--- src/design/nnls_pkg.sv ---
// ----------------------------------------------------------------------------
// nnls_pkg
// Shared types, widths and constants for the letterbox scaler.
// ----------------------------------------------------------------------------
package nnls_pkg;

  localparam int MAX_SIDE  = 4096;
  localparam int MAX_SCALE = 8;
  localparam int FRAC_BITS = 16;

  localparam int COORD_W = $clog2(MAX_SIDE);
  localparam int SIZE_W  = COORD_W + 1;
  localparam int OFF_W   = COORD_W;
  localparam int COMP_W  = 16;
  localparam int CHAN_W  = 8;
  localparam int COLOR_W = 3 * CHAN_W;
  localparam int ADDR_W  = 24;

  localparam int SCALE_W = FRAC_BITS + $clog2(MAX_SCALE) + 1;
  localparam int QUOT_W  = SIZE_W + FRAC_BITS;
  localparam int DCNT_W  = $clog2(QUOT_W);
  localparam int PROD_W  = SIZE_W + SCALE_W;
  localparam int PIX_W   = PROD_W - FRAC_BITS;
  localparam int EXT_W   = PIX_W + 1;
  localparam int CNT_W   = $clog2(MAX_SCALE + 1);
  localparam int BASE_W  = 2 * SIZE_W;

  localparam int QDEPTH  = 2;
  localparam int QPTR_W  = (QDEPTH > 1) ? $clog2(QDEPTH) : 1;
  localparam int QCNT_W  = $clog2(QDEPTH + 1);

  localparam logic [SCALE_W-1:0] SCALE_LIMIT = SCALE_W'(MAX_SCALE) << FRAC_BITS;
  localparam logic [CHAN_W-1:0]  CHAN_MAX    = '1;

  localparam int CFG_IDX_W = 3;
  localparam logic [CFG_IDX_W-1:0] CFG_SOURCE_WIDTH  = 3'd0;
  localparam logic [CFG_IDX_W-1:0] CFG_SOURCE_HEIGHT = 3'd1;
  localparam logic [CFG_IDX_W-1:0] CFG_DEST_WIDTH    = 3'd2;
  localparam logic [CFG_IDX_W-1:0] CFG_DEST_HEIGHT   = 3'd3;

  localparam logic [SIZE_W-1:0] RST_SOURCE_WIDTH  = 13'd320;
  localparam logic [SIZE_W-1:0] RST_SOURCE_HEIGHT = 13'd240;
  localparam logic [SIZE_W-1:0] RST_DEST_WIDTH    = 13'd640;
  localparam logic [SIZE_W-1:0] RST_DEST_HEIGHT   = 13'd480;

  typedef struct packed {
    logic        [COORD_W-1:0] src_x;
    logic        [COORD_W-1:0] src_y;
    logic signed [COMP_W-1:0]  red_in;
    logic signed [COMP_W-1:0]  green_in;
    logic signed [COMP_W-1:0]  blue_in;
  } src_pixel_t;

  typedef struct packed {
    logic [ADDR_W-1:0]  dest_addr;
    logic [COLOR_W-1:0] pixel_color;
    logic               last_write;
  } fb_write_t;

  // geometry derived from the size registers; sizes already forced nonzero
  typedef struct packed {
    logic               busy;
    logic [SCALE_W-1:0] scale;
    logic [OFF_W-1:0]   offset_x;
    logic [OFF_W-1:0]   offset_y;
    logic [SIZE_W-1:0]  src_w;
    logic [SIZE_W-1:0]  src_h;
    logic [SIZE_W-1:0]  dst_w;
    logic [SIZE_W-1:0]  dst_h;
  } geom_t;

  typedef struct packed {
    logic [ADDR_W-1:0]  base;
    logic [CNT_W-1:0]   nrows;
    logic [CNT_W-1:0]   ncols;
    logic [COLOR_W-1:0] color;
  } fp_job_t;

  typedef enum logic [2:0] {
    SET_IDLE,
    SET_DIV_X,
    SET_DIV_Y,
    SET_MUL_W,
    SET_MUL_H,
    SET_OFF_Y
  } setup_state_t;

  typedef enum logic [1:0] {
    F_IDLE,
    F_MUL,
    F_BOUND,
    F_PUSH
  } front_state_t;

endpackage

--- src/design/nnls_setup.sv ---
// ----------------------------------------------------------------------------
// nnls_setup
// Size registers and the sequencer that derives scale and letterbox offsets.
// ----------------------------------------------------------------------------
module nnls_setup (
  input  logic                            clk,
  input  logic                            rst,
  input  logic                            cfg_valid,
  output logic                            cfg_ready,
  input  logic [nnls_pkg::CFG_IDX_W-1:0]  cfg_index,
  input  logic [nnls_pkg::SIZE_W-1:0]     cfg_data,
  output nnls_pkg::geom_t                 geom
);

  nnls_pkg::setup_state_t state, state_next;

  logic [nnls_pkg::SIZE_W-1:0]  src_w, src_h, dst_w, dst_h;
  logic [nnls_pkg::SIZE_W-1:0]  sw_nz, sh_nz, dw_nz, dh_nz;
  logic [nnls_pkg::DCNT_W-1:0]  cnt;
  logic [nnls_pkg::SIZE_W-1:0]  rem, rem_next;
  logic [nnls_pkg::QUOT_W-1:0]  quo, quo_next, quo_x;
  logic [nnls_pkg::SCALE_W-1:0] scale;
  logic [nnls_pkg::OFF_W-1:0]   offset_x, offset_y;
  logic [nnls_pkg::PROD_W-1:0]  prod;

  logic                         cfg_hit;
  logic [nnls_pkg::QUOT_W-1:0]  dividend;
  logic [nnls_pkg::SIZE_W-1:0]  divisor;
  logic [nnls_pkg::SIZE_W:0]    trial;
  logic                         ge;
  logic [nnls_pkg::QUOT_W-1:0]  quo_min;
  logic [nnls_pkg::SCALE_W-1:0] scale_next;
  logic [nnls_pkg::SIZE_W-1:0]  mul_side;
  logic [nnls_pkg::SIZE_W-1:0]  off_dst;
  logic [nnls_pkg::OFF_W-1:0]   off_val;

  assign cfg_ready = 1'b1;
  assign cfg_hit   = cfg_valid && (cfg_index <= nnls_pkg::CFG_DEST_HEIGHT);

  assign sw_nz = (src_w == '0) ? nnls_pkg::SIZE_W'(1) : src_w;
  assign sh_nz = (src_h == '0) ? nnls_pkg::SIZE_W'(1) : src_h;
  assign dw_nz = (dst_w == '0) ? nnls_pkg::SIZE_W'(1) : dst_w;
  assign dh_nz = (dst_h == '0) ? nnls_pkg::SIZE_W'(1) : dst_h;

  // restoring divider, one quotient bit per cycle
  always_comb begin
    if (state == nnls_pkg::SET_DIV_Y) begin
      dividend = {dh_nz, nnls_pkg::FRAC_BITS'(0)};
      divisor  = sh_nz;
    end else begin
      dividend = {dw_nz, nnls_pkg::FRAC_BITS'(0)};
      divisor  = sw_nz;
    end
    trial    = {rem, dividend[cnt]};
    ge       = trial >= {1'b0, divisor};
    rem_next = ge ? nnls_pkg::SIZE_W'(trial - {1'b0, divisor})
                  : trial[nnls_pkg::SIZE_W-1:0];
    quo_next = {quo[nnls_pkg::QUOT_W-2:0], ge};
    quo_min  = (quo_x < quo_next) ? quo_x : quo_next;
    scale_next = (quo_min > nnls_pkg::QUOT_W'(nnls_pkg::SCALE_LIMIT))
                 ? nnls_pkg::SCALE_LIMIT : quo_min[nnls_pkg::SCALE_W-1:0];
  end

  // offset = (dst - round_half_up(side * scale)) / 2, or 0 when it overflows
  always_comb begin
    logic [nnls_pkg::PROD_W:0]    rounded;
    logic [nnls_pkg::EXT_W-1:0]   out_sz;
    logic [nnls_pkg::SIZE_W-1:0]  diff;
    rounded = {1'b0, prod} + ((nnls_pkg::PROD_W + 1)'(1) << (nnls_pkg::FRAC_BITS - 1));
    out_sz  = rounded[nnls_pkg::FRAC_BITS +: nnls_pkg::EXT_W];
    off_dst = (state == nnls_pkg::SET_OFF_Y) ? dh_nz : dw_nz;
    diff    = nnls_pkg::SIZE_W'(nnls_pkg::EXT_W'(off_dst) - out_sz);
    off_val = (out_sz <= nnls_pkg::EXT_W'(off_dst)) ? diff[nnls_pkg::SIZE_W-1:1] : '0;
    mul_side = (state == nnls_pkg::SET_MUL_W) ? sw_nz : sh_nz;
  end

  always_comb begin
    state_next = state;
    case (state)
      nnls_pkg::SET_IDLE:  state_next = nnls_pkg::SET_IDLE;
      nnls_pkg::SET_DIV_X: if (cnt == '0) state_next = nnls_pkg::SET_DIV_Y;
      nnls_pkg::SET_DIV_Y: if (cnt == '0) state_next = nnls_pkg::SET_MUL_W;
      nnls_pkg::SET_MUL_W: state_next = nnls_pkg::SET_MUL_H;
      nnls_pkg::SET_MUL_H: state_next = nnls_pkg::SET_OFF_Y;
      nnls_pkg::SET_OFF_Y: state_next = nnls_pkg::SET_IDLE;
      default:             state_next = nnls_pkg::SET_IDLE;
    endcase
    if (cfg_hit) state_next = nnls_pkg::SET_DIV_X;
  end

  always_comb begin
    geom.busy     = (state != nnls_pkg::SET_IDLE);
    geom.scale    = scale;
    geom.offset_x = offset_x;
    geom.offset_y = offset_y;
    geom.src_w    = sw_nz;
    geom.src_h    = sh_nz;
    geom.dst_w    = dw_nz;
    geom.dst_h    = dh_nz;
  end

  always_ff @(posedge clk) begin
    if (rst) begin
      state <= nnls_pkg::SET_DIV_X;
      src_w <= nnls_pkg::RST_SOURCE_WIDTH;
      src_h <= nnls_pkg::RST_SOURCE_HEIGHT;
      dst_w <= nnls_pkg::RST_DEST_WIDTH;
      dst_h <= nnls_pkg::RST_DEST_HEIGHT;
      cnt   <= nnls_pkg::DCNT_W'(nnls_pkg::QUOT_W - 1);
      rem   <= '0;
    end else begin
      state <= state_next;
      if (cfg_hit) begin
        cnt <= nnls_pkg::DCNT_W'(nnls_pkg::QUOT_W - 1);
        rem <= '0;
        case (cfg_index)
          nnls_pkg::CFG_SOURCE_WIDTH:  src_w <= cfg_data;
          nnls_pkg::CFG_SOURCE_HEIGHT: src_h <= cfg_data;
          nnls_pkg::CFG_DEST_WIDTH:    dst_w <= cfg_data;
          nnls_pkg::CFG_DEST_HEIGHT:   dst_h <= cfg_data;
          default: ;
        endcase
      end else begin
        case (state)
          nnls_pkg::SET_DIV_X, nnls_pkg::SET_DIV_Y: begin
            quo <= quo_next;
            if (cnt == '0) begin
              cnt <= nnls_pkg::DCNT_W'(nnls_pkg::QUOT_W - 1);
              rem <= '0;
              if (state == nnls_pkg::SET_DIV_X) quo_x <= quo_next;
              else scale <= scale_next;
            end else begin
              cnt <= cnt - 1'b1;
              rem <= rem_next;
            end
          end
          nnls_pkg::SET_MUL_W: prod <= nnls_pkg::PROD_W'(mul_side) * nnls_pkg::PROD_W'(scale);
          nnls_pkg::SET_MUL_H: begin
            offset_x <= off_val;
            prod     <= nnls_pkg::PROD_W'(mul_side) * nnls_pkg::PROD_W'(scale);
          end
          nnls_pkg::SET_OFF_Y: offset_y <= off_val;
          default: ;
        endcase
      end
    end
  end

endmodule

--- src/design/nnls_front.sv ---
// ----------------------------------------------------------------------------
// nnls_front
// Accepts pixels, clamps color and maps each to a footprint job or drops it.
// ----------------------------------------------------------------------------
module nnls_front (
  input  logic                 clk,
  input  logic                 rst,
  input  nnls_pkg::geom_t      geom,
  input  logic                 src_valid,
  output logic                 src_ready,
  input  nnls_pkg::src_pixel_t src_pixel,
  output logic                 job_valid,
  input  logic                 job_ready,
  output nnls_pkg::fp_job_t    job
);

  nnls_pkg::front_state_t state, state_next;

  logic [nnls_pkg::COORD_W-1:0] x_q, y_q;
  logic [nnls_pkg::COLOR_W-1:0] color_q;
  logic                         step;
  logic [nnls_pkg::PIX_W-1:0]   py0, py1, px0, px1;
  logic [nnls_pkg::SIZE_W-1:0]  row0, col0;
  logic [nnls_pkg::CNT_W-1:0]   nrows, ncols;

  logic [nnls_pkg::SIZE_W-1:0]  op_x, op_y;
  logic [nnls_pkg::PROD_W-1:0]  prod_x, prod_y;
  logic [nnls_pkg::COLOR_W-1:0] color_in;
  logic                         drop;
  logic [nnls_pkg::EXT_W-1:0]   y0, y1, x0, x1;
  logic [nnls_pkg::BASE_W-1:0]  base;

  function automatic logic [nnls_pkg::CHAN_W-1:0] clamp(
    input logic signed [nnls_pkg::COMP_W-1:0] v
  );
    if (v < 0) return '0;
    if (v > $signed(nnls_pkg::COMP_W'(nnls_pkg::CHAN_MAX))) return nnls_pkg::CHAN_MAX;
    return v[nnls_pkg::CHAN_W-1:0];
  endfunction

  // end of a footprint on one axis: at least one pixel, clipped to the frame
  function automatic logic [nnls_pkg::EXT_W-1:0] span_end(
    input logic [nnls_pkg::EXT_W-1:0]  lo,
    input logic [nnls_pkg::EXT_W-1:0]  hi,
    input logic [nnls_pkg::SIZE_W-1:0] lim
  );
    logic [nnls_pkg::EXT_W-1:0] h;
    h = (hi <= lo) ? lo + 1'b1 : hi;
    return (h > nnls_pkg::EXT_W'(lim)) ? nnls_pkg::EXT_W'(lim) : h;
  endfunction

  assign color_in = {clamp(src_pixel.red_in), clamp(src_pixel.green_in),
                     clamp(src_pixel.blue_in)};

  assign op_x   = nnls_pkg::SIZE_W'(x_q) + nnls_pkg::SIZE_W'(step);
  assign op_y   = nnls_pkg::SIZE_W'(y_q) + nnls_pkg::SIZE_W'(step);
  assign prod_x = nnls_pkg::PROD_W'(op_x) * nnls_pkg::PROD_W'(geom.scale);
  assign prod_y = nnls_pkg::PROD_W'(op_y) * nnls_pkg::PROD_W'(geom.scale);

  always_comb begin
    y0 = nnls_pkg::EXT_W'(geom.offset_y) + nnls_pkg::EXT_W'(py0);
    x0 = nnls_pkg::EXT_W'(geom.offset_x) + nnls_pkg::EXT_W'(px0);
    y1 = span_end(y0, nnls_pkg::EXT_W'(geom.offset_y) + nnls_pkg::EXT_W'(py1), geom.dst_h);
    x1 = span_end(x0, nnls_pkg::EXT_W'(geom.offset_x) + nnls_pkg::EXT_W'(px1), geom.dst_w);
    drop = (nnls_pkg::SIZE_W'(x_q) >= geom.src_w) || (nnls_pkg::SIZE_W'(y_q) >= geom.src_h)
        || (y0 >= y1) || (x0 >= x1);
  end

  assign base = nnls_pkg::BASE_W'(row0) * nnls_pkg::BASE_W'(geom.dst_w)
              + nnls_pkg::BASE_W'(col0);

  always_comb begin
    state_next = state;
    case (state)
      nnls_pkg::F_IDLE:  if (src_valid && src_ready) state_next = nnls_pkg::F_MUL;
      nnls_pkg::F_MUL:   if (step) state_next = nnls_pkg::F_BOUND;
      nnls_pkg::F_BOUND: state_next = drop ? nnls_pkg::F_IDLE : nnls_pkg::F_PUSH;
      nnls_pkg::F_PUSH:  if (job_ready) state_next = nnls_pkg::F_IDLE;
      default:           state_next = nnls_pkg::F_IDLE;
    endcase
  end

  always_comb begin
    src_ready = (state == nnls_pkg::F_IDLE) && !geom.busy;
    job_valid = (state == nnls_pkg::F_PUSH);
    job.base  = base[nnls_pkg::ADDR_W-1:0];
    job.nrows = nrows;
    job.ncols = ncols;
    job.color = color_q;
  end

  always_ff @(posedge clk) begin
    if (rst) begin
      state <= nnls_pkg::F_IDLE;
      step  <= 1'b0;
    end else begin
      state <= state_next;
      case (state)
        nnls_pkg::F_IDLE: begin
          step <= 1'b0;
          if (src_valid && src_ready) begin
            x_q     <= src_pixel.src_x;
            y_q     <= src_pixel.src_y;
            color_q <= color_in;
          end
        end
        nnls_pkg::F_MUL: begin
          step <= 1'b1;
          if (step) begin
            py1 <= prod_y[nnls_pkg::FRAC_BITS +: nnls_pkg::PIX_W];
            px1 <= prod_x[nnls_pkg::FRAC_BITS +: nnls_pkg::PIX_W];
          end else begin
            py0 <= prod_y[nnls_pkg::FRAC_BITS +: nnls_pkg::PIX_W];
            px0 <= prod_x[nnls_pkg::FRAC_BITS +: nnls_pkg::PIX_W];
          end
        end
        nnls_pkg::F_BOUND: begin
          // fields only meaningful when the footprint survives
          row0  <= y0[nnls_pkg::SIZE_W-1:0];
          col0  <= x0[nnls_pkg::SIZE_W-1:0];
          nrows <= nnls_pkg::CNT_W'(y1 - y0);
          ncols <= nnls_pkg::CNT_W'(x1 - x0);
        end
        default: ;
      endcase
    end
  end

endmodule

--- src/design/nnls_queue.sv ---
// ----------------------------------------------------------------------------
// nnls_queue
// Short job queue between the front and the write engine.
// ----------------------------------------------------------------------------
module nnls_queue (
  input  logic              clk,
  input  logic              rst,
  input  logic              push_valid,
  output logic              push_ready,
  input  nnls_pkg::fp_job_t push_job,
  output logic              pop_valid,
  input  logic              pop_ready,
  output nnls_pkg::fp_job_t pop_job
);

  nnls_pkg::fp_job_t           slots [nnls_pkg::QDEPTH];
  logic [nnls_pkg::QPTR_W-1:0] wr_ptr, rd_ptr;
  logic [nnls_pkg::QCNT_W-1:0] count;
  logic                        do_push, do_pop;

  assign push_ready = (count != nnls_pkg::QCNT_W'(nnls_pkg::QDEPTH));
  assign pop_valid  = (count != '0);
  assign pop_job    = slots[rd_ptr];
  assign do_push    = push_valid && push_ready;
  assign do_pop     = pop_valid && pop_ready;

  function automatic logic [nnls_pkg::QPTR_W-1:0] bump(
    input logic [nnls_pkg::QPTR_W-1:0] p
  );
    return (p == nnls_pkg::QPTR_W'(nnls_pkg::QDEPTH - 1)) ? '0 : p + 1'b1;
  endfunction

  always_ff @(posedge clk) begin
    if (rst) begin
      wr_ptr <= '0;
      rd_ptr <= '0;
      count  <= '0;
    end else begin
      if (do_push) begin
        slots[wr_ptr] <= push_job;
        wr_ptr        <= bump(wr_ptr);
      end
      if (do_pop) rd_ptr <= bump(rd_ptr);
      if (do_push && !do_pop) count <= count + 1'b1;
      else if (do_pop && !do_push) count <= count - 1'b1;
    end
  end

endmodule

--- src/design/nnls_back.sv ---
// ----------------------------------------------------------------------------
// nnls_back
// Walks each footprint row by row and issues frame-buffer writes.
// ----------------------------------------------------------------------------
module nnls_back (
  input  logic                        clk,
  input  logic                        rst,
  input  logic [nnls_pkg::SIZE_W-1:0] dst_w,
  input  logic                        job_valid,
  output logic                        job_ready,
  input  nnls_pkg::fp_job_t           job,
  output logic                        fb_valid,
  input  logic                        fb_ready,
  output nnls_pkg::fb_write_t         fb_write
);

  logic                         busy;
  logic [nnls_pkg::ADDR_W-1:0]  row_base;
  logic [nnls_pkg::CNT_W-1:0]   footprint_row, footprint_col;
  logic [nnls_pkg::CNT_W-1:0]   nrows, ncols;
  logic [nnls_pkg::COLOR_W-1:0] color;

  logic advance, col_end, last;

  assign advance   = busy && (!fb_valid || fb_ready);
  assign col_end   = (footprint_col == ncols - 1'b1);
  assign last      = col_end && (footprint_row == nrows - 1'b1);
  assign job_ready = !busy || (advance && last);

  always_ff @(posedge clk) begin
    if (rst) begin
      busy          <= 1'b0;
      fb_valid      <= 1'b0;
      footprint_row <= '0;
      footprint_col <= '0;
    end else begin
      fb_valid <= advance || (fb_valid && !fb_ready);
      if (advance) begin
        fb_write.dest_addr   <= row_base + nnls_pkg::ADDR_W'(footprint_col);
        fb_write.pixel_color <= color;
        fb_write.last_write  <= last;
      end
      if (job_valid && job_ready) begin
        busy          <= 1'b1;
        row_base      <= job.base;
        nrows         <= job.nrows;
        ncols         <= job.ncols;
        color         <= job.color;
        footprint_row <= '0;
        footprint_col <= '0;
      end else if (advance) begin
        if (last) begin
          busy          <= 1'b0;
          footprint_row <= '0;
          footprint_col <= '0;
        end else if (col_end) begin
          footprint_col <= '0;
          footprint_row <= footprint_row + 1'b1;
          row_base      <= row_base + nnls_pkg::ADDR_W'(dst_w);
        end else begin
          footprint_col <= footprint_col + 1'b1;
        end
      end
    end
  end

endmodule

--- src/design/nearest_neighbor_letterbox_scaler.sv ---
// ----------------------------------------------------------------------------
// nearest_neighbor_letterbox_scaler
// Maps source pixels onto a letterboxed destination frame, nearest neighbor.
// ----------------------------------------------------------------------------
//  channel   signals                                    direction  payload
//  src       src_valid src_ready src_pixel              in         src_pixel_t
//  fb        fb_valid fb_ready fb_write                 out        fb_write_t
//  cfg       cfg_valid cfg_ready cfg_index cfg_data     in         13-bit size
//
//  Front: accept, two multiply steps, bounds, and a queue push unless dropped;
//  no new pixel is taken until the last is done. Back: one write per cycle
//  while fb_ready does not stall it, rows x cols writes per pixel; a
//  two-entry queue sits between them. After reset or a size register write,
//  the sequencer runs the X and Y divisions, then multiply/offset steps, with
//  src_ready low. Either side may stall; the job queue decouples the two.
// ----------------------------------------------------------------------------
module nearest_neighbor_letterbox_scaler (
  input  logic                            clk,
  input  logic                            rst,
  input  logic                            src_valid,
  output logic                            src_ready,
  input  nnls_pkg::src_pixel_t            src_pixel,
  output logic                            fb_valid,
  input  logic                            fb_ready,
  output nnls_pkg::fb_write_t             fb_write,
  input  logic                            cfg_valid,
  output logic                            cfg_ready,
  input  logic [nnls_pkg::CFG_IDX_W-1:0]  cfg_index,
  input  logic [nnls_pkg::SIZE_W-1:0]     cfg_data
);

  nnls_pkg::geom_t   geom;
  nnls_pkg::fp_job_t job_in, job_out;
  logic              job_in_valid, job_in_ready;
  logic              job_out_valid, job_out_ready;

  nnls_setup u_setup (
    .clk       (clk),
    .rst       (rst),
    .cfg_valid (cfg_valid),
    .cfg_ready (cfg_ready),
    .cfg_index (cfg_index),
    .cfg_data  (cfg_data),
    .geom      (geom)
  );

  nnls_front u_front (
    .clk       (clk),
    .rst       (rst),
    .geom      (geom),
    .src_valid (src_valid),
    .src_ready (src_ready),
    .src_pixel (src_pixel),
    .job_valid (job_in_valid),
    .job_ready (job_in_ready),
    .job       (job_in)
  );

  nnls_queue u_queue (
    .clk        (clk),
    .rst        (rst),
    .push_valid (job_in_valid),
    .push_ready (job_in_ready),
    .push_job   (job_in),
    .pop_valid  (job_out_valid),
    .pop_ready  (job_out_ready),
    .pop_job    (job_out)
  );

  nnls_back u_back (
    .clk       (clk),
    .rst       (rst),
    .dst_w     (geom.dst_w),
    .job_valid (job_out_valid),
    .job_ready (job_out_ready),
    .job       (job_out),
    .fb_valid  (fb_valid),
    .fb_ready  (fb_ready),
    .fb_write  (fb_write)
  );

  // no pixel is taken while the geometry is being rebuilt
  a_no_accept_busy: assert property (@(posedge clk) disable iff (rst)
    src_ready |-> !geom.busy)
    else $error("pixel accepted during geometry update");

  a_cfg_restarts: assert property (@(posedge clk) disable iff (rst)
    cfg_valid && cfg_ready && (cfg_index <= nnls_pkg::CFG_DEST_HEIGHT) |=> geom.busy)
    else $error("size write did not restart geometry");

  a_scale_range: assert property (@(posedge clk) disable iff (rst)
    !geom.busy |-> (geom.scale != '0) && (geom.scale <= nnls_pkg::SCALE_LIMIT))
    else $error("scale out of range");

  a_job_size: assert property (@(posedge clk) disable iff (rst)
    job_in_valid |-> (job_in.nrows != '0) && (job_in.ncols != '0)
      && (job_in.nrows <= nnls_pkg::CNT_W'(nnls_pkg::MAX_SCALE))
      && (job_in.ncols <= nnls_pkg::CNT_W'(nnls_pkg::MAX_SCALE)))
    else $error("footprint size out of range");

endmodule

--- config.mk ---
export PLATFORM = sky130hd
export DESIGN_NAME = nearest_neighbor_letterbox_scaler
export DESIGN_NICKNAME = d
export VERILOG_FILES = /design/src/design/nnls_pkg.sv /design/src/design/nnls_setup.sv /design/src/design/nnls_front.sv /design/src/design/nnls_queue.sv /design/src/design/nnls_back.sv /design/src/design/nearest_neighbor_letterbox_scaler.sv
export SDC_FILE = /design/constraint.sdc
export NUM_CORES = 2
export LEC_CHECK = 0
export CAP_MARGIN = 20
export CORE_MARGIN = 5
export CORE_UTILIZATION = 50
export CTS_BUF_LIST = sky130_fd_sc_hd__clkbuf_4
export CTS_CLUSTER_SIZE = 28
export DETAILED_ROUTE_END_ITERATION = 16
export DONT_BUFFER_PORTS = 1
export GPL_ROUTABILITY_DRIVEN = 0
export PLACE_DENSITY_LB_ADDON = 0.3
export RECOVER_POWER = 100
export SYNTH_ARGS = -nofsm -noshare
export SYNTH_HDL_FRONTEND = slang
export SYNTH_SLANG_ARGS = --single-unit
export TNS_END_PERCENT = 10
--- constraint.sdc ---
create_clock -name clk -period 9.2 [get_ports clk]
set_input_delay 0.46 -clock clk [delete_from_list [all_inputs] [get_ports clk]]
set_output_delay 0.46 -clock clk [all_outputs]
set_load 0.1 [all_outputs]
Word level (Yosys, flattened, before mapping):

Memory sizes are Yosys's and may differ from the RTL's. A register that Yosys moved wholly into a read port is not among the register bits.
Cells that the tools add are included.
W data, S select, Z words.

* $add $sub $neg: 25
* $mul: 4
* $lt $le $gt $ge: 20
* eq/ne operators: 20
* muxes and demuxes: 69
* bitwise logic cells: 4
* reduce and logical (&&, ||, !) cells: 63

Operator list (count)
* $mux W13: 9
* $mul A13 B20 Y33: 3
* $mux W24: 4
* $mux W8: 12
* $add A12 B17 Y18: 4
* $mux W18: 4
* $mux W29: 2
* $logic_not A13 Y1: 4
* $add A24 B13 Y24: 2
* $gt A16 B9 Y1 const B: 3
* $lt A16 B1 Y1 const B: 3
* $add A18 B1 Y18 const B: 2
* $ge A18 B18 Y1: 2
* $gt A18 B13 Y1: 2
* $le A18 B18 Y1: 2
* $add A33 B16 Y34 const B: 1
* $gt A29 B20 Y1 const B: 1
* $lt A29 B29 Y1: 1
* $add A12 B1 Y13: 2
* $ge A12 B13 Y1: 2
* $sub A13 B13 Y13: 2
* $add A24 B4 Y24: 1
* $mul A13 B13 Y24: 1
* $reduce_and A3 Y1: 8
* other kinds (42): 128

* register bits after elaboration: 479
* bits in writable memories: 112
* word-level logic and storage cells: 246
* memories: 1

Memories
* u_queue.slots: words 2, bits a word 56, read ports 1, clocked after memory_dff 1, write ports 1, RTL line nnls_queue.sv:16 `nnls_pkg::fp_job_t slots [nnls_pkg::QDEPTH];`

Depth between registers and ports, before layout:

* depth after elaboration: 10
* mapped depth: 52
* mapped depth without buffers: 50

Modules after synthesis:

Synthesis repeated with hierarchy kept, for this count alone.

* cell total of the unflattened synthesis: 6057
* area total of the unflattened synthesis: 60264.0 um2

Modules (own cells, without submodules)
* nnls_front: times used 1, cells each 3551, area an instance 32781.4 um2, seq. area each 4564.4 um2
* nnls_setup: times used 1, cells each 1889, area an instance 17905.9 um2, seq. area each 5034.8 um2
* nnls_back: times used 1, cells each 416, area an instance 5315.1 um2, seq. area each 3353.2 um2
* nnls_queue: times used 1, cells each 201, area an instance 4261.6 um2, seq. area each 3463.3 um2

Worst setup path after synthesis:

Ideal clock, no wire load.

* kind: flip-flop to flip-flop
* start: register u_setup.offset_x[1] (netlist name)
* end: register u_front.state[0]
* library setup time: 67 ps
* data arrival time: 9963 ps
* required time: 9133 ps
* slack: -831 ps
* cell stages (with the launch flop): 50
* path buffers: 2
* path through: edfxtp_1 > ha_1 > a21o_1 > a21oi_1 > o21ai_0 > a21oi_1 > o21ai_0 > a21oi_1 > nor2b_1 > o21a_1 > o211ai_1 > xnor2_1 > ha_1 > a21o_1 > a21o_1 > a211oi_1 > a21oi_1 > o41ai_1 > [14 not listed] > nor2_1 > a32oi_2 > buf_2 > mux2i_1 > ha_1 > nand2b_1 > a21o_1 > a21o_1 > a21o_1 > a21o_1 > a21o_1 > a2111oi_0 > o21bai_1 > a2111oi_0 > o2111ai_1 > or3_1 > o221a_4 > o21ai_2

* cells in the longest elaborated chain, start to end: 9

RTL lines
* start: declaration: RTL line nnls_setup.sv:23 `logic [nnls_pkg::OFF_W-1:0] offset_x, offset_y;`
* start signal: assignment: RTL line nnls_setup.sv:139 `offset_x <= off_val;`
* $add A12 B17 Y18 (on tied branches): RTL line nnls_front.sv:62, nnls_front.sv:64
* $add A18 B1 Y18 / $le A18 B18 Y1 (equally long branches): RTL line nnls_front.sv:48 `h = (hi <= lo) ? lo + 1'b1 : hi;`
* $mux W18: RTL line nnls_front.sv:48
* $gt A18 B13 Y1: RTL line nnls_front.sv:49 `return (h > nnls_pkg::EXT_W'(lim)) ? nnls_pkg::EXT_W'(lim) : h;`
* $mux W18: RTL line nnls_front.sv:49
* $ge A18 B18 Y1 *: RTL line nnls_front.sv:66 `|| (y0 >= y1) || (x0 >= x1);`
* $logic_or A1 B1 Y1 *: RTL line nnls_front.sv:66
* $mux W2 *: RTL line nnls_front.sv:77 `nnls_pkg::F_BOUND: state_next = drop ? nnls_pkg::F_IDLE : nnls_pkg::F_PUSH;`
* $pmux W2 S4 *: RTL line nnls_front.sv:74 `case (state)`
* end signal: assignment: RTL line nnls_front.sv:94 `state <= nnls_pkg::F_IDLE;`
* end signal: assignment: RTL line nnls_front.sv:97 `state <= state_next;`
* end: declaration: RTL line nnls_front.sv:17 `nnls_pkg::front_state_t state, state_next;`

Mark *: on every way between the ends. The rest lies on a longest branch, timed or not.
A chain may end at the register's enable or synchronous reset.

Worst setup path in the final report:

Same ends and word-level chain as after synthesis.

==> results.md <==
Run status:
- The flow ran to the end, but the final reports show violations.
- The checks that failed: capacitance limit, slew limit, setup timing.

Power:
- The analysis attributes to cell leakage a power of ~30 nW.
- The worst supply voltage drop on vdd is approximately 140 uV.
- The power density over cell area is about 120 nW/um^2.

GRT:
- The number of antenna violations at the first check in global routing is 7.
- The number of global-route vias before repair was roughly 46000.
- The maximum number of pins on one net before global-route repair is 69.
- Global routing finished with a remaining overflow of 0.
- In the global route stage, overall resource usage came out at 0.247.
- The first-pass GRT wire length is 247000 um.

Route:
- The final layout contains routed wiring with a total length of 153000 um.
- The via count is 43835.
- The number of iterations in the first detailed-routing pass is 6.
- The remaining antenna violation count is 0.
- For this block, the initial DRC count from the detailed router was 2723.
- The DRC violations left is 0.
- In the routed layout, each cell is associated on average with a via count of 5.49.
- The detailed-route wire length per cell is 19.2 um.

STA:
- Static timing analysis puts the maximum clock frequency at 0.108 GHz.
- Dividing the final minimum period by the clock period gives 1.01.
- Headroom to the max-slew limit came out at -1.57.
- The transition time of the tightest slew-check pin is 3850 ps.
- Setup repair after global routing could not meet its margin everywhere.
- The final max-slew violation count is 155.
- Setup violations remaining at the end of the flow were counted as 2.
- For the finished layout, the period the worst path requires is ~9300 ps.
- The number of hold violations in the final report is 0.
- The final worst setup slack is -73.4 ps.
- The worst clock skew is 70.5 ps.

CTS:
- Clock-pin slew was measured on the worst setup and hold paths at 70 ps.
- The number of buffers between clock root and the deepest sink is 3.
- The sink count of the clock tree is 577.
- The insertion delay to the later sink of the worst-skew pair is 1100 ps.
- In this run the clock root is driven by a sky130_fd_sc_hd__clkbuf_4.
- Buffers inserted during clock tree synthesis total 150.
- In this run the number of H-tree levels came out at 4.
- The TritonCTS clock tree is done.

Die:
- The die covers 126000 sq um.
- In this run the standard cell core region covers 118000 sq um.
- The number of placed I/O pins is 145.
- For this configuration, the core starts out at a cell density of 0.504.
- The die is 355 um tall.
- In this run the core area contains 126 standard-cell rows.
- Measured along the x axis, the die boundary spans 355 um.

Cells and area:
- The final-layout fill cell count is 10196.
- The layout overhead on the synthesized area is 11.2%.
- The final layout net count is around 7700.
- The fraction of the core area covered by cells at the end of the flow is 0.561.
- Leaving out fill and tap cells, the most frequent cells in the layout are sky130_fd_sc_hd__inv_1, sky130_fd_sc_hd__nand2_1, sky130_fd_sc_hd__fa_1, sky130_fd_sc_hd__ha_1, sky130_fd_sc_hd__edfxtp_1.
- The register cell area after layout is 16400 sq um.
- The multi-input combinational cells in the finished layout cover a total of approximately 39000 sq um.
- The share of layout cells above drive strength 1 is 0.0886.
- The total non-filler cell area in the finished layout is 66200 sq um.
- Leaving out fill and tap cells, the most frequent cell in the layout is sky130_fd_sc_hd__inv_1.

Yosys:
- The number of distinct standard cells referenced by the synthesized netlist is 90.
- The sequential element share of the synthesized area is 0.276.
- Counting flops and latches in the post-synthesis netlist gives ~580.
- The proportion of register bits with asynchronous set or reset after synthesis is 0.
- The synthesized area per cell is between 9 and 10 sq um.
- The predominant post-synthesis flop cell is sky130_fd_sc_hd__edfxtp_1.
- The instance count of the mapped netlist is 6035.
- In this run, synthesis inferred roughly 490 flip-flops with an integrated enable.
- The cell area that synthesis handed to floorplanning was around 60000 sq um.
- The Yosys step of the flow raised 0 warnings.

Worst setup path:
- The critical path ends at u_front.state[0].
- The number of buffers and inverters on the critical path is 4.
- Counting buffers and inverters, the worst setup path is 50 cells deep.
- The end of the worst register-to-register path is u_front.state[0].
- The cell with the largest stage delay on the worst path is sky130_fd_sc_hd__or3_4.
- The worst endpoint data arrival time is 10300 ps.
- The cell family with the largest share of critical-path delay is compound AO/OA/AOI/OAI gates.
- The start point of the critical path is u_setup.offset_x[1].
- The critical path is of the flip-flop to flip-flop type.
- The cell with the most instances on the worst path is sky130_fd_sc_hd__a21o_1.
- The path depth of the worst reg2reg path is 50.
- The startpoint type of the worst setup path is a flip-flop.
- The highest cell delay on the worst timing path is 430 ps.
- The reg2reg setup slack is -70 ps.
- Of all nets on the critical path, the largest fanout is 4.
- The worst setup path is captured at a flip-flop.
- Data on the critical path is required at its endpoint by 10230 ps.
- The startpoint identified for the worst register-to-register timing path is u_setup.offset_x[1].

Place:
- In this run the cell area measured after placement is 62000 sq um.
- The count of buffers added on input and output ports is 0.
- Detailed placement ended at an HPWL of 118000 um.

Hold path:
- The worst min-delay path category is input pin to flip-flop.

Job:
- Across the run, the number of max-cap violations was 4.
## worst min-delay path by stage
stage                     from                       to  cells after the start
3_3_place_gp   u_back.color[0]       u_back.fb_write[1]                      0
3_5_place_dp   u_back.color[0]       u_back.fb_write[1]                      0
2_1_floorplan  u_back.color[9]      u_back.fb_write[10]                      0
4_1_cts                    rst  u_back.footprint_col[2]                      3
6_report                   rst  u_back.footprint_col[2]                      3
5_1_grt                    rst  u_back.footprint_col[0]                      3
## power by group
| group | leakage, nW | internal, mW | switching, mW |
|---|---|---|---|
| registers | 5.09 | 3.13 | 0.369 |
| clock network | 1.11 | 1.07 | 1.12 |
| logic | 24.2 | 1.04 | 1.29 |
## timing repair
item                                    in CTS  in global routing
pin swaps                                   42                 34
endpoints found under the setup margin       2                  4
hold buffers                               196                  1
gates resized for setup                     26                 22
setup buffers                               12                  5
endpoints found under the hold margin      450                  1
## cells in the mapped netlist (63+ instances only)
| library cell | instances | share of area |
|---|---|---|
| sky130_fd_sc_hd__a21o_1 | 75 | 0.0095 |
| sky130_fd_sc_hd__a21oi_1 | 264 | 0.022 |
| sky130_fd_sc_hd__and2_1 | 181 | 0.019 |
| sky130_fd_sc_hd__clkbuf_1 | 249 | 0.016 |
| sky130_fd_sc_hd__dfxtp_1 | 91 | 0.031 |
| sky130_fd_sc_hd__edfxtp_1 | 486 | 0.25 |
| sky130_fd_sc_hd__fa_1 | 730 | 0.25 |
| sky130_fd_sc_hd__ha_1 | 569 | 0.12 |
| sky130_fd_sc_hd__inv_1 | 948 | 0.060 |
| sky130_fd_sc_hd__mux2i_1 | 63 | 0.011 |
| sky130_fd_sc_hd__nand2_1 | 852 | 0.054 |
| sky130_fd_sc_hd__nand3_1 | 66 | 0.0055 |
| sky130_fd_sc_hd__nor2_1 | 244 | 0.015 |
| sky130_fd_sc_hd__nor2b_1 | 223 | 0.023 |
| sky130_fd_sc_hd__o21ai_0 | 141 | 0.012 |
| sky130_fd_sc_hd__xnor2_1 | 183 | 0.027 |
| sky130_fd_sc_hd__xor2_1 | 66 | 0.0097 |
## logic make-up (layout without fill, tap and decap cells)
group,after synthesis,after routing,share of synthesized area
compound gates,693,693,0.0728
xor+xnor,252,252,0.0375
fa+ha+maj,1299,1299,0.365
buf+inv,1226,1619,0.0777
flops,577,577,0.276
mux,109,109,0.0206
other cells,1,17,0.0000630
simple gates,1878,1878,0.151
## worst reg2reg max path, delay by kind of cell (launching register included)
family                   cells  cell delay, ps
XOR/XNOR                     1             160
AO/OA/AOI/OAI               31            4950
flip-flops                   1             420
AND/OR/NAND/NOR              9            1680
adder cells (fa/ha/maj)      4            1190
buffers and inverters        4             690
multiplexers                 1             170
## layout make-up
type,count,area share
sequential,577,0.248
tap,1536,0.0290
clock buffer,210,0.0238
clock inverter,52,0.00444
antenna,7,0.000265
inverter,952,0.0540
multi-input combinational,4241,0.587
timing repair buffer,405,0.0533
## metal layers
metal | GRT usage | wire (um)
met5 | 0 | 61
met4 | 0.122 | 8060
met1 | 0.309 | 62000
met3 | 0.0485 | 10600
met2 | 0.411 | 72300
## registers in the layout (all words and copies together), names as in the netlist, 13 cells and up, named ones only
register / count
u_front.col0: 13
u_back.color: 24
u_front.color_q: 24
u_setup.prod: 18
u_back.fb_write: 49
u_setup.dst_h: 13
u_setup.dst_w: 13
u_setup.quo_x: 29
u_setup.quo: 28
u_front.py0: 17
u_back.row_base: 24
u_setup.scale: 20
u_front.px0: 17
u_front.py1: 17
u_setup.rem: 13
u_front.px1: 17
u_front.row0: 13
u_queue.slots: 112
u_setup.src_h: 13
u_setup.src_w: 13
## stage by stage
stage / hold slack [ps] / TNS, ps / instances / power [mW] / setup WS (ps)
6_report: 165 / -135 / 7980 / 8.02 / -73.4
5_1_grt: 73.8 / -1350 / 7978 / 8.55 / -535
4_1_cts: 14.7 / -82.1 / 7964 / 8.08 / -46.6
3_5_place_dp: 407 / -1100 / 7494 / 5.74 / -554
2_1_floorplan: 400 / 0 / 6044 / 5.21 / 15.5
3_3_place_gp: 401 / -879 / 7491 / 5.69 / -440
Note: power is estimated with default switching activity, not from simulation.
